--- src/hw/rtl/erle_pkg.sv ---
package erle_pkg;

	localparam logic [7:0] ESC_FIRST  = 8'h81;
	localparam logic [7:0] ESC_SECOND = 8'h82;

	// escape mode codes
	localparam logic [1:0] MODE_NONE = 2'd0;
	localparam logic [1:0] MODE_ESC1 = 2'd1;
	localparam logic [1:0] MODE_ESC2 = 2'd2;

	// stream status codes
	localparam logic [1:0] ST_RUN   = 2'd0;
	localparam logic [1:0] ST_DONE  = 2'd1;
	localparam logic [1:0] ST_SHORT = 2'd2;

	localparam int FIFO_DEPTH = 4;

	typedef struct packed {
		logic [7:0] val;
		logic [7:0] cnt;
	} erle_result_t;

	// everything one input transaction produces
	typedef struct packed {
		erle_result_t r0;
		erle_result_t r1;
		logic         two;
		logic [1:0]   status;
	} erle_job_t;

endpackage

--- src/hw/rtl/escape_rle_decoder.sv ---
// Escape run-length decoder, one compressed byte per transaction.
// First result reaches m_axis through the job FIFO and then the output register.
// Throughput: one input per cycle while the FIFO_DEPTH-entry job queue has room;
// results leave at one per cycle while m_axis_tready is high, so two-result bytes drain at half rate.
// Reset (arst_n low, async): stream finished, out_length = 1; input is ignored
// until a transaction with first_of_stream set.
module escape_rle_decoder #(
	parameter int FIFO_DEPTH = erle_pkg::FIFO_DEPTH
) (
	input  logic        clk,
	input  logic        arst_n,
	input  logic        cfg_valid,
	output logic        cfg_ready,
	input  logic [31:0] cfg_data,       // out_length
	input  logic        s_axis_tvalid,
	output logic        s_axis_tready,
	input  logic [7:0]  s_axis_tdata,   // [7:0] in_byte
	input  logic        s_axis_tuser,   // first_of_stream
	input  logic        s_axis_tlast,   // last_of_stream
	output logic        m_axis_tvalid,
	input  logic        m_axis_tready,
	output logic [15:0] m_axis_tdata,   // [7:0] out_byte, [15:8] repeat_count
	output logic [1:0]  m_axis_tuser,   // [1:0] stream_status
	output logic        m_axis_tlast    // last_of_item
);

	logic                q_full, q_empty, push, pop;
	erle_pkg::erle_job_t push_job, head_job;

	erle_front u_front (
		.clk             (clk),
		.arst_n          (arst_n),
		.cfg_valid       (cfg_valid),
		.cfg_ready       (cfg_ready),
		.cfg_data        (cfg_data),
		.in_valid        (s_axis_tvalid),
		.in_ready        (s_axis_tready),
		.in_byte         (s_axis_tdata),
		.first_of_stream (s_axis_tuser),
		.last_of_stream  (s_axis_tlast),
		.q_full          (q_full),
		.push            (push),
		.push_job        (push_job)
	);

	erle_fifo #(
		.DEPTH (FIFO_DEPTH)
	) u_fifo (
		.clk      (clk),
		.arst_n   (arst_n),
		.push     (push),
		.push_job (push_job),
		.pop      (pop),
		.head_job (head_job),
		.full     (q_full),
		.empty    (q_empty)
	);

	erle_back u_back (
		.clk           (clk),
		.arst_n        (arst_n),
		.head_job      (head_job),
		.empty         (q_empty),
		.pop           (pop),
		.out_valid     (m_axis_tvalid),
		.out_ready     (m_axis_tready),
		.out_byte      (m_axis_tdata[7:0]),
		.repeat_count  (m_axis_tdata[15:8]),
		.last_of_item  (m_axis_tlast),
		.stream_status (m_axis_tuser)
	);

endmodule

--- src/hw/rtl/erle_front.sv ---
module erle_front (
	input  logic              clk,
	input  logic              arst_n,
	input  logic              cfg_valid,
	output logic              cfg_ready,
	input  logic [31:0]       cfg_data,
	input  logic              in_valid,
	output logic              in_ready,
	input  logic [7:0]        in_byte,
	input  logic              first_of_stream,
	input  logic              last_of_stream,
	input  logic              q_full,
	output logic              push,
	output erle_pkg::erle_job_t push_job
);

	logic [31:0] out_length_q;
	logic [1:0]  escape_mode_q;
	logic [7:0]  saved_byte_q;
	logic [31:0] bytes_remaining_q;
	logic        finished_q;

	logic        accept, active;
	logic [31:0] rem_in, rem_n;
	logic [1:0]  mode_in, mode_n;
	logic [7:0]  saved_in, saved_n;
	logic [7:0]  cm1, run_cnt, dec;
	logic        rem_is0, rem_is1, rem_is2, run_capped;
	logic [1:0]  n;
	logic [1:0]  status;
	erle_pkg::erle_result_t r0, r1;

	assign cfg_ready = 1'b1;
	assign in_ready  = !q_full;
	assign accept    = in_valid && in_ready;
	assign active    = first_of_stream || !finished_q;

	always_comb begin
		rem_in   = first_of_stream ? out_length_q : bytes_remaining_q;
		mode_in  = first_of_stream ? erle_pkg::MODE_NONE : escape_mode_q;
		saved_in = first_of_stream ? 8'd0 : saved_byte_q;
		rem_is0  = (rem_in == 32'd0);
		rem_is1  = (rem_in == 32'd1);
		rem_is2  = (rem_in == 32'd2);
		cm1      = in_byte - 8'd1;
		run_capped = (rem_in[31:8] == 24'd0) && (rem_in[7:0] < cm1);
		run_cnt  = run_capped ? rem_in[7:0] : cm1;

		mode_n  = mode_in;
		saved_n = saved_in;
		dec     = 8'd0;
		n       = 2'd0;
		r0      = '0;
		r1      = '0;

		if (!rem_is0) begin
			unique case (mode_in)
				erle_pkg::MODE_ESC1: begin
					if (in_byte == erle_pkg::ESC_SECOND) begin
						mode_n = erle_pkg::MODE_ESC2;
					end else begin
						r0      = '{val: erle_pkg::ESC_FIRST, cnt: 8'd1};
						n       = 2'd1;
						dec     = 8'd1;
						saved_n = erle_pkg::ESC_FIRST;
						// stays in ESC1 if the new byte opens another escape
						if (!rem_is1 && !(in_byte == erle_pkg::ESC_FIRST && !rem_is2)) begin
							mode_n  = erle_pkg::MODE_NONE;
							saved_n = in_byte;
							r1      = '{val: in_byte, cnt: 8'd1};
							n       = 2'd2;
							dec     = 8'd2;
						end
					end
				end
				erle_pkg::MODE_ESC2: begin
					mode_n = erle_pkg::MODE_NONE;
					if (in_byte != 8'd0) begin
						if (run_cnt != 8'd0) begin
							r0  = '{val: saved_in, cnt: run_cnt};
							n   = 2'd1;
							dec = run_cnt;
						end
					end else begin
						// escaped literal pair
						r0  = '{val: erle_pkg::ESC_FIRST, cnt: 8'd1};
						n   = 2'd1;
						dec = 8'd1;
						if (!rem_is1) begin
							saved_n = erle_pkg::ESC_SECOND;
							r1      = '{val: erle_pkg::ESC_SECOND, cnt: 8'd1};
							n       = 2'd2;
							dec     = 8'd2;
						end
					end
				end
				default: begin
					// no escape pending; unused code 3 lands here too
					if (in_byte == erle_pkg::ESC_FIRST && !rem_is1) begin
						mode_n = erle_pkg::MODE_ESC1;
					end else begin
						mode_n  = erle_pkg::MODE_NONE;
						saved_n = in_byte;
						r0      = '{val: in_byte, cnt: 8'd1};
						n       = 2'd1;
						dec     = 8'd1;
					end
				end
			endcase
		end

		rem_n = rem_in - {24'd0, dec};
		priority if (rem_in == {24'd0, dec}) status = erle_pkg::ST_DONE;
		else if (last_of_stream)             status = erle_pkg::ST_SHORT;
		else                                 status = erle_pkg::ST_RUN;

		// status-only result
		if (status != erle_pkg::ST_RUN && n == 2'd0) begin
			r0 = '0;
			n  = 2'd1;
		end

		push_job.r0     = r0;
		push_job.r1     = r1;
		push_job.two    = (n == 2'd2);
		push_job.status = status;
		push            = accept && active && (n != 2'd0);
	end

	always_ff @(posedge clk or negedge arst_n) begin
		if (!arst_n) begin
			out_length_q      <= 32'd1;
			escape_mode_q     <= erle_pkg::MODE_NONE;
			saved_byte_q      <= 8'd0;
			bytes_remaining_q <= 32'd0;
			finished_q        <= 1'b1;
		end else begin
			if (cfg_valid && cfg_ready) begin
				out_length_q <= cfg_data;
			end
			if (accept && active) begin
				escape_mode_q     <= mode_n;
				saved_byte_q      <= saved_n;
				bytes_remaining_q <= rem_n;
				finished_q        <= (status != erle_pkg::ST_RUN);
			end
		end
	end

endmodule

--- src/hw/rtl/erle_fifo.sv ---
module erle_fifo #(
	parameter int DEPTH = erle_pkg::FIFO_DEPTH
) (
	input  logic                clk,
	input  logic                arst_n,
	input  logic                push,
	input  erle_pkg::erle_job_t push_job,
	input  logic                pop,
	output erle_pkg::erle_job_t head_job,
	output logic                full,
	output logic                empty
);

	localparam int PW = (DEPTH > 1) ? $clog2(DEPTH) : 1;
	localparam int CW = $clog2(DEPTH + 1);

	erle_pkg::erle_job_t mem_q [DEPTH];
	logic [PW-1:0] wr_ptr_q, rd_ptr_q;
	logic [CW-1:0] count_q;

	assign full     = (count_q == CW'(DEPTH));
	assign empty    = (count_q == '0);
	assign head_job = mem_q[rd_ptr_q];

	function automatic logic [PW-1:0] ptr_inc(input logic [PW-1:0] p);
		return (p == PW'(DEPTH - 1)) ? '0 : p + PW'(1);
	endfunction

	always_ff @(posedge clk) begin
		if (push) begin
			mem_q[wr_ptr_q] <= push_job;
		end
	end

	always_ff @(posedge clk or negedge arst_n) begin
		if (!arst_n) begin
			wr_ptr_q <= '0;
			rd_ptr_q <= '0;
			count_q  <= '0;
		end else begin
			if (push) wr_ptr_q <= ptr_inc(wr_ptr_q);
			if (pop)  rd_ptr_q <= ptr_inc(rd_ptr_q);
			if (push && !pop)      count_q <= count_q + CW'(1);
			else if (pop && !push) count_q <= count_q - CW'(1);
		end
	end

endmodule

--- src/hw/rtl/erle_back.sv ---
module erle_back (
	input  logic                clk,
	input  logic                arst_n,
	input  erle_pkg::erle_job_t head_job,
	input  logic                empty,
	output logic                pop,
	output logic                out_valid,
	input  logic                out_ready,
	output logic [7:0]          out_byte,
	output logic [7:0]          repeat_count,
	output logic                last_of_item,
	output logic [1:0]          stream_status
);

	logic                   out_valid_q;
	erle_pkg::erle_result_t out_res_q;
	logic                   out_last_q;
	logic [1:0]             out_status_q;
	logic                   pend_q;
	erle_pkg::erle_result_t pend_res_q;
	logic [1:0]             pend_status_q;
	logic                   load;

	assign load = !out_valid_q || out_ready;
	// second result of a job waits in the pending slot
	assign pop  = load && !pend_q && !empty;

	assign out_valid     = out_valid_q;
	assign out_byte      = out_res_q.val;
	assign repeat_count  = out_res_q.cnt;
	assign last_of_item  = out_last_q;
	assign stream_status = out_status_q;

	always_ff @(posedge clk or negedge arst_n) begin
		if (!arst_n) begin
			out_valid_q <= 1'b0;
			pend_q      <= 1'b0;
		end else if (load) begin
			out_valid_q <= pend_q || !empty;
			if (pend_q) begin
				pend_q <= 1'b0;
			end else if (!empty) begin
				pend_q <= head_job.two;
			end
		end
	end

	always_ff @(posedge clk) begin
		if (load) begin
			if (pend_q) begin
				out_res_q    <= pend_res_q;
				out_last_q   <= 1'b1;
				out_status_q <= pend_status_q;
			end else if (!empty) begin
				out_res_q     <= head_job.r0;
				out_last_q    <= !head_job.two;
				out_status_q  <= head_job.two ? erle_pkg::ST_RUN : head_job.status;
				pend_res_q    <= head_job.r1;
				pend_status_q <= head_job.status;
			end
		end
	end

endmodule

--- config.mk ---
export PLATFORM = sky130hd
export DESIGN_NAME = escape_rle_decoder
export DESIGN_NICKNAME = d
export VERILOG_FILES = /design/src/hw/rtl/erle_pkg.sv /design/src/hw/rtl/escape_rle_decoder.sv /design/src/hw/rtl/erle_front.sv /design/src/hw/rtl/erle_fifo.sv /design/src/hw/rtl/erle_back.sv
export SDC_FILE = /design/constraint.sdc
export NUM_CORES = 1
export LEC_CHECK = 0
export BUFFER_PORTS_ARGS = -buffer_cell sky130_fd_sc_hd__buf_2
export CORE_MARGIN = 2
export CORE_UTILIZATION = 44
export CTS_BUF_LIST = sky130_fd_sc_hd__clkbuf_4 sky130_fd_sc_hd__clkbuf_8
export CTS_CLUSTER_DIAMETER = 120
export CTS_CLUSTER_SIZE = 14
export DETAILED_ROUTE_END_ITERATION = 16
export PLACE_DENSITY = 0.68
export SYNTH_ARGS = -nofsm -noshare
export SYNTH_HDL_FRONTEND = slang
export SYNTH_HIERARCHICAL = 1
export SYNTH_SLANG_ARGS = --single-unit
--- constraint.sdc ---
create_clock -name clk -period 7.1 [get_ports clk]
set_input_delay 0.71 -clock clk [delete_from_list [all_inputs] [get_ports clk]]
set_output_delay 0.71 -clock clk [all_outputs]
set_load 0.02 [all_outputs]
## Word level (Yosys, flattened, before mapping)

Memory sizes are Yosys's and may differ from the RTL's.
Cells that the tools add are included.
Widths: inputs -> output; s select.

- Register bits: 121
- Bits in latches: 0
- Memory bits (writable): 140
- Memory bits (read-only): 0
- Bits of input ports: 47
- Memories kept: 1

Memories:

| memory | depth | bits a word | read ports | clocked after memory_dff | write ports | line | text |
|---|---|---|---|---|---|---|---|
| u_fifo.mem_q | 4 | 35 | 1 | 0 | 1 | erle_fifo.sv:17 | `erle_pkg::erle_job_t mem_q [DEPTH];` |

- Add/subtract/negate cells: 6
- Multipliers: 0
- Div/mod/pow operators: 0
- Order comparisons: 1
- Eq/ne operators: 12
- Shifts and indexed selects: 0
- Multiplexer cells: 62
- Bitwise logic cells: 2
- Reductions and logical operators: 37

Operators with widths:

| kind | number |
|---|---|
| $mux 16 | 13 |
| $mux 8 | 12 |
| $pmux 16 s2 | 2 |
| $mux 2 | 19 |
| $eq 32x1->1 const B | 1 |
| $eq 32x2->1 const B | 1 |
| $eq 32x8->1 | 1 |
| $logic_not 32->1 | 1 |
| $mux 32 | 1 |
| $pmux 8 s2 | 2 |
| $sub 32x8->32 | 1 |
| $logic_not 24->1 | 1 |
| $eq 8x8->1 const B | 2 |
| $reduce_bool 8->1 | 2 |
| $logic_and 1x1->1 | 12 |
| $logic_not 1->1 | 11 |
| $mux 1 | 9 |
| $eq 2x2->1 const B | 4 |
| $lt 8x8->1 | 1 |
| $pmux 2 s2 | 2 |
| $sub 8x1->8 const B | 1 |
| $mux 3 | 2 |
| $reduce_bool 2->1 | 3 |
| $add 2x1->2 const B | 2 |
| 11 further kinds | 14 |

## Logic depth before layout (Yosys ltp)

Gate-level depths: netlist (run 1).

- Word-level depth: 21
- Depth in mapped cells: 32
- Gate-level depth less buffers: 27

## Modules after synthesis

Netlist (run 1), hierarchy kept.

By module, submodules not included:

| module | times used | cells each | area each (um2) |
|---|---|---|---|
| erle_front | 1 | 679 | 5,903.2 |
| erle_fifo | 1 | 220 | 5,522.8 |
| erle_back | 1 | 72 | 1,515.2 |

## Worst setup path before layout (run 1)

No wires, ideal clock.

- Kind: input to register
- Start: input s_axis_tuser
- End: register u_front.bytes_remaining_q[26]
- Library setup time: 126 ps
- Arrival time: 6,993 ps
- Setup slack: -19 ps
- Cell stages on the path: 28
- Path buffers: 7
- Cells stage by stage: buf_2 > buf_2 > buf_2 > buf_1 > buf_1 > buf_1 > mux2_2 > ha_1 > and2_0 > a221oi_1 > nand2_1 > or4_1 > clkbuf_1 > mux2i_1 > nor2_1 > o21ai_1 > a21oi_1 > ha_1 > inv_1 > fa_1 > a21o_1 > a21oi_1 > o21bai_1 > a2111o_1 > a21oi_1 > and3_1 > mux2_2 > a221o_1

- Word-level cells in the longest chain between the ends: 11
- Elaborated cells on any way between the ends: 29
- Classes of those cells: add/sub (1); order compare (1); eq/ne (4); mux (11); reduce/logical (12)

RTL lines:

| item | line | text |
|---|---|---|
| from (decl) | escape_rle_decoder.sv:18 | `input logic s_axis_tuser,` |
| branches (longest 11 deep; another with $sub 32x8->32) | - |  |
| to (signal assigned) | erle_front.sv:144 | `bytes_remaining_q <= rem_n;` |
| to (decl) | erle_front.sv:20 | `logic [31:0] bytes_remaining_q;` |

Parallel ways; which one is timed is not known.
A chain may end at the register's enable or synchronous reset.

## Final worst setup path (run 1)

- Start: input s_axis_tdata[3]
- End: register u_front.bytes_remaining_q[12]

- Word-level cells in the longest chain between the ends: 10
- Elaborated cells on any way between the ends: 20
- Classes of those cells: add/sub (2); order compare (1); eq/ne (2); mux (8); reduce/logical (7)

RTL lines:

| item | line | text |
|---|---|---|
| from (decl) | escape_rle_decoder.sv:17 | `input logic [7:0] s_axis_tdata,` |
| $sub 8x1->8 | erle_front.sv:45 | `cm1 = in_byte - 8'd1;` |
| $lt 8x8->1 | erle_front.sv:46 | `run_capped = (rem_in[31:8] == 24'd0) && (rem_in[7:0] < cm1);` |
| $logic_and 1x1->1 | erle_front.sv:46 |  |
| $mux 8 | erle_front.sv:47 | `run_cnt = run_capped ? rem_in[7:0] : cm1;` |
| $reduce_bool 8->1 | erle_front.sv:79 | `if (run_cnt != 8'd0) begin` |
| $mux 8 | erle_front.sv:79 |  |
| $mux 8 | erle_front.sv:78 | `if (in_byte != 8'd0) begin` |
| $pmux 8 s2 (*) | erle_front.sv:57 | `unique case (mode_in)` |
| $mux 8 (*) | erle_front.sv:56 | `if (!rem_is0) begin` |
| $sub 32x8->32 (*) | erle_front.sv:112 | `rem_n = rem_in - {24'd0, dec};` |

Every way passes the cells marked *; elsewhere a longest branch is shown, timed or not.

==> impl_metrics.yaml, run 1 <==
die:
  die_y_um: 176
  die_w_um: 176
  io_pins: 69
  die-area_mm2: 0.0308
  rows: 62
  initial_core_util_pct: 44.8
  coreArea_mm2: 0.0289
yosys:
  synthArstFlopShare_pct: 32.2
  yosys_warnings: 6
  synthTopCellsByArea: "edfxtp_1, dfrtp_1, mux4_2, mux2_2, ha_1"
  synth-edff-count: 177
  synthCells: 971
  yosysTopAreaCellShare_pct: 41.1
  yosysTopAreaCell: "edfxtp_1"
  synth-seq-cells: 261
  seq_area_frac_synth_pct: 57.3
  syn_area_mm2: 0.0129
  yosys_most_used_dff: "edfxtp_1"
  syn_area_per_cell_um2: 13.3
  synth_cell_types: 80
finish:
  final_util_pct: 48.9
  fillCellCount: 2555
  drive_gt1_share_pct: 22.7
  area_growth_pct: 9.01
  layout_commonest_cell: "edfxtp_1"
  layout_common_cells: "edfxtp_1, dfrtp_1, buf_2"
  antenna_cells: 0
  final_nets: 1114
sta:
  report.final.hold_viol_count: 0
  setup_violations: 0
  max-slew-margin-rel_pct: 30.7
  slew_violations: 0
  hold-worst-slack_ns: 0.376
  fin_crit_sh_pct: 90.6
  fin_skew_ns: 0.0230
  max_slew.worst_pin.slew_ns: 1.04
  rsz0062_at_grt: "false"
  fin_ws_ns: 0.668
  fmax_ghz: 0.155
  tns_ns: 0
  fin_crit_ns: 6.43
worst_setup_path:
  critPathKind: "primary input to flip-flop"
  r2r-end: "u_front/bytes_remaining_q[12]"
  worst_setup_path_start_kind: "primary input"
  rr_worst_depth: 17
  cp_top_family: "compound AO/OA/AOI/OAI gates"
  arrival_ns: 6.89
  crit_path_end_kind: "flip-flop"
  path_cells: "buf_2 > or4_1 > nor4_1 > xnor2_1 > ha_1 > and2_0 > a221oi_1 > nand2_1 > or4_1 > mux2i_1 > nor2_1 > o21ai_1 > a21oi_1 > ha_1 > inv_1 > fa_1 > a21o_1 > a21oi_1 > o21bai_1 > a2111o_1 > and2_0 > a221oi_1 > mux2_2 > a221o_1"
  r2r_start: "u_front/out_length_q[10]"
  worst_path_max_delay_cell: "or4_1"
  crit_fanout: 8
  crit_required_ns: 7.55
  cp_slowest_stage_delay_ns: 0.63
  path_buf_inv: 2
  rrSetupSlack_ns: 1.24
hold_path:
  hold_path_end: "u_front/out_length_q[16]"
  holdPathStages: 2
  hold_path_class: "primary input to flip-flop"
  hold_start: "cfg_data[16]"
power_and_ir_drop:
  cellLeakagePower_nw: 5.27
  ir_worst_vdd_uv: 210
  total_power_mw: 4.94
  cellPowerDensity_mw_per_mm2: 351
grt:
  grt_pass1_vias: 8108
  globalRouteOverflowTotal: 0
  grt_pass1_wl_um: 44300
  grt_usage_pct: 18.1
  grt_max_degree: 67
  grt_antenna_before_repair: 0
route:
  drt_iter0_drc: 437
  drc: 0
  num_vias: 7949
  drt_pass1_iterations: 5
  drtAntennaViolNets: 0
  wl_per_cell_um: 19.0
  wl_um: 27300
  viasPerCell: 5.53
clock_tree:
  clockBufferDepth: 3
  cts_tree: "yes"
  htree_levels: 1
  cts_made_buffers: 22
  clock-sinks: 261
  clk_latency_ns: 0.56
  cts_resized: 0
  clockRootBuffer: "clkbuf_8"
  clk_pin_slew_ns: 0.11
place:
  place_ws_ns: 0.209
  hpwl_um: 18900
  place.gp.congestion: 0.855
  port_buffers: 67
job:
  cap_violations: 0
status:
  status: "finished, final reports clean"
==> metrics by stage <==
| stage | cells | cell area (µm²) |
|---|---|---|
| after floorplan | 977 | 13000 |
| after global placement | 1397 | 13700 |
| after detailed placement | 1397 | 13700 |
| after CTS | 1438 | 14100 |
| after global routing | 1438 | 14100 |
| final | 1438 | 14100 |
==> layer usage <==
metal | routed length (µm) | track usage, %
met5 | 0 | 0
met4 | 476 | 3.89
met3 | 1010 | 2.08
met2 | 13500 | 31.2
met1 | 12300 | 24.8
==> worst reg2reg max path: cells and delay by family, from the launching register on <==
family / cells / cell delay [ns]
muxes: 1 / 0.40
and+or+nand+nor: 4 / 1.59
buffers and inverters: 1 / 0.07
AOI/OAI and AO/OA: 9 / 2.69
DFF: 1 / 0.42
adders and majority gates: 2 / 0.61
==> cell families (layout without fill, tap and decap cells) <==
group	Yosys count	in the layout	synth area share (%)
AO/OA/AOI/OAI	171	171	9.39
other	2	8	0.0580
adder cells (fa/ha/maj)	29	29	2.92
buffers and inverters	88	165	3.53
XOR/XNOR	31	31	2.10
multiplexers	113	113	13.4
flip-flops	261	261	57.3
AND/OR/NAND/NOR	276	276	11.3
==> worst max path at each step <==
stage               startpoint                       endpoint  cells after the start
2_1_floorplan     s_axis_tuser  u_front/bytes_remaining_q[26]                     29
3_3_place_gp   s_axis_tdata[3]  u_front/bytes_remaining_q[12]                     24
3_5_place_dp   s_axis_tdata[3]  u_front/bytes_remaining_q[12]                     24
4_1_cts        s_axis_tdata[3]  u_front/bytes_remaining_q[12]                     24
5_1_grt        s_axis_tdata[3]  u_front/bytes_remaining_q[12]                     24
6_report       s_axis_tdata[3]  u_front/bytes_remaining_q[12]                     24
==> layout make-up <==
| class | instances | area [µm²] | area share [%] |
|---|---|---|---|
| sequential | 261 | 7420 | 52.6 |
| multi-input combinational | 628 | 5110 | 36.2 |
| timing repair buffer | 94 | 543 | 3.85 |
| tap | 384 | 480 | 3.41 |
| clock buffer | 38 | 423 | 3.00 |
| inverter | 31 | 116 | 0.825 |
| clock inverter | 2 | 16.3 | 0.115 |
==> state kept, by name (all words and copies together), names as in the netlist, 2 cells and up <==
| name | count |
|---|---|
| u_fifo/wr_ptr_q | 2 |
| u_fifo/rd_ptr_q | 2 |
| u_fifo/mem_q | 140 |
| u_back/repeat_count | 8 |
| u_front/saved_byte_q | 8 |
| u_back/stream_status | 2 |
| u_front/escape_mode_q | 2 |
| u_back/pend_res_q | 16 |
| u_front/bytes_remaining_q | 32 |
| u_back/out_byte | 8 |
| u_fifo/count_q | 3 |
| u_back/pend_status_q | 2 |
| u_front/out_length_q | 32 |
==> synth_stat cells (9+ instances only) <==
cell and number:
nor3_1 42, mux4_2 28, or3_1 13, xor2_1 15, mux2i_1 11, a221o_1 14, a21oi_1 38, xnor2_1 16
clkbuf_1 24, and3_1 13, ha_1 27, a22o_1 14, nor2b_1 19, nand3_1 15, nand2_1 61, inv_1 31
dfrtp_1 82, edfxtp_1 177, mux2_4 13, o21ai_0 28, mux2_2 51, nor2_1 45, nor4_1 9, and2_1 13
buf_1 11
==> power by group <==
| group | switching, mW | leakage, nW | internal [mW] |
|---|---|---|---|
| Combinational | 0.943 | 2.40 | 0.766 |
| Sequential | 0.212 | 2.64 | 2.17 |
| Clock | 0.479 | 0.236 | 0.378 |
==> repair_timing <==
action | CTS | global route
setup buffers | 0 | 0
endpoints found under the hold margin | 11 | 0
hold buffers | 1 | 0
Power figures use the tool's default switching activity.
==> inputs of run 2 (changes only) <==
- GPL_TIMING_DRIVEN: unset -> 0
==> run 2 against run 1 <==
- register-to-register slack worse by 0.15 ns
- core utilization up 1.1 points
- cell count up 2.1%
==> impl_metrics.yaml, run 2 (synthesized netlist as in run 1, its figures left out) <==
worst_setup_path:
  worst_setup_path_start_kind: "primary input"
  arrival_ns: 7.11
  crit_required_ns: 7.55
  crit_fanout: 28
  crit_path_end_kind: "flip-flop"
  path_buf_inv: 7
  critPathKind: "primary input to flip-flop"
  cp_slowest_stage_delay_ns: 0.52
  worst_path_max_delay_cell: "a2111o_1"
  cp_top_family: "compound AO/OA/AOI/OAI gates"
route:
  drtAntennaViolNets: 0
  num_vias: 8421
  drt_pass1_iterations: 5
  drt_iter0_drc: 570
  drc: 0
  viasPerCell: 5.74
  wl_per_cell_um: 20.3
  wl_um: 29800
grt:
  grt_antenna_before_repair: 0
  grt_max_degree: 61
  grt_usage_pct: 19.6
  globalRouteOverflowTotal: 0
  grt_pass1_wl_um: 47500
  grt_pass1_vias: 8437
finish:
  max_flop_register: "u_fifo/mem_q"
  antenna_cells: 0
  design_area_mm2: 0.0144
  final_nets: 1144
  layout_commonest_cell: "edfxtp_1"
  multi_input_area_mm2: 0.00512
  layout_common_cells: "edfxtp_1, dfrtp_1, buf_2"
  top_regs: "u_fifo/mem_q (140), u_front/bytes_remaining_q (32), u_front/out_length_q (32)"
  largest_reg_flops: 140
  fillCellCount: 2549
  area_growth_pct: 11.4
  final_cells: 1468
  regArea_mm2: 0.00742
  drive_gt1_share_pct: 22.6
die:
  rows: 62
  initial_core_util_pct: 44.8
  io_pins: 69
  die_y_um: 176
  die-area_mm2: 0.0308
  die_w_um: 176
  coreArea_mm2: 0.0289
sta:
  fin_crit_sh_pct: 93.7
  report.final.hold_viol_count: 0
  setup_violations: 0
  max-slew-margin-rel_pct: 35.7
  fin_skew_ns: 0.0366
  fin_crit_ns: 6.65
  slew_violations: 0
  rsz0062_at_grt: "false"
  fmax_ghz: 0.150
  max_slew.worst_pin.slew_ns: 0.960
clock_tree:
  htree_levels: 1
  ctsHoldBuffers: 0
  cts_tree: "yes"
  cts_setup_buffers: 0
  clockBufferDepth: 3
  clock-sinks: 261
  cts_made_buffers: 22
  clk_pin_slew_ns: 0.11
  clockRootBuffer: "clkbuf_8"
  clk_latency_ns: 0.58
hold_path:
  hold_path_class: "primary input to async pin"
job:
  cap_violations: 0
place:
  port_buffers: 62
  place_area_mm2: 0.0139
  hpwl_um: 21400
  dp.cells: 1430
  place.gp.congestion: 0.922
power_and_ir_drop:
  pwr-share-clk_pct: 17.4
  sw_frac_of_total_pct: 33.3
  combPwrFrac_pct: 36.3
  seqPwrFrac_pct: 46.3
  power.internal_mw: 3.43
  total_power_mw: 5.14
  ir_worst_vdd_uv: 220
  cellPowerDensity_mw_per_mm2: 357
  switchingPower_mw: 1.71
  cellLeakagePower_nw: 5.38
status:
  status: "finished, final reports clean"
run 2: changes by cell type in the layout (fill, tap and decap cells not counted), sizes merged:
| cell | before | now |
|---|---|---|
| dlygate4sd3 | 1 | 0 |
| clkinvlp | 1 | 0 |
| bufinv | 0 | 1 |
| clkbuf | 38 | 63 |
| buf | 93 | 99 |
run 2: layout make-up:
class / count / share of cell area [%]
buffer: 55 / 2.52
clock buffer: 38 / 2.93
clock inverter: 2 / 0.269
inverter: 31 / 0.807
multi-input combinational: 628 / 35.5
sequential: 261 / 51.4
tap: 384 / 3.33
timing repair buffer: 69 / 3.18
run 2: through the flow:
step | setup TNS, ns | util (%) | setup WS, ns | hold slack (ns)
floorplan | 0 | - | 0.0317 | 0.414
global placement | -359.65 | 47.7 | -2.28 | 0.466
detailed placement | -213.74 | 48.2 | -1.88 | 0.473
CTS | 0 | 49.9 | 0.0548 | 0.0373
global route | 0 | 50.0 | 0.0361 | 0.0551
finish | 0 | 50.0 | 0.446 | 0.0480
run 2: power by group through the flow:
| stage | Combinational [mW] | Sequential [mW] | Clock (mW) |
|---|---|---|---|
| detailed placement | 1.87 | 2.41 | 0 |
| global route | 2.04 | 2.43 | 0.976 |
| floorplan | 1.28 | 2.43 | 0 |
| finish | 1.87 | 2.38 | 0.894 |
| global placement | 1.78 | 2.41 | 0 |
| CTS | 1.88 | 2.38 | 0.925 |
run 2: per-layer routing:
metal | global-route usage (%) | part of all wire, %
met5 | 0 | 0
met4 | 6.03 | 2.9
met3 | 2.21 | 4.5
met2 | 33.4 | 49
met1 | 26.5 | 44
run 2: worst reg2reg max path: cells and delay by family, from the launching register on:
family / cells / cell delay (ns)
AO/OA/AOI/OAI: 9 / 2.43
AND/OR/NAND/NOR: 5 / 1.66
adder cells (fa/ha/maj): 2 / 0.60
multiplexers: 2 / 0.53
flip-flops: 1 / 0.40
buffers and inverters: 2 / 0.23
run 2: timing repair:
action / CTS / global route
setup endpoints to repair: 169 / 152
cloned: 0 / 0
resized for setup: 7 / 13
run 2: final timing paths:
check,start,end,slack (ns),depth (start not counted)
worst min register to register,u_fifo/count_q[2],u_fifo/count_q[2],0.49,1
worst max-delay path,s_axis_tuser,u_front/bytes_remaining_q[12],0.45,27
min in group clk,cfg_data[15],u_front/out_length_q[15],0.35,2
worst min-delay path,arst_n,u_front/saved_byte_q[1],0.05,1
max in group asynchronous,arst_n,u_front/finished_q,6.35,2
worst max register to register,u_front/bytes_remaining_q[10],u_front/bytes_remaining_q[12],1.09,20
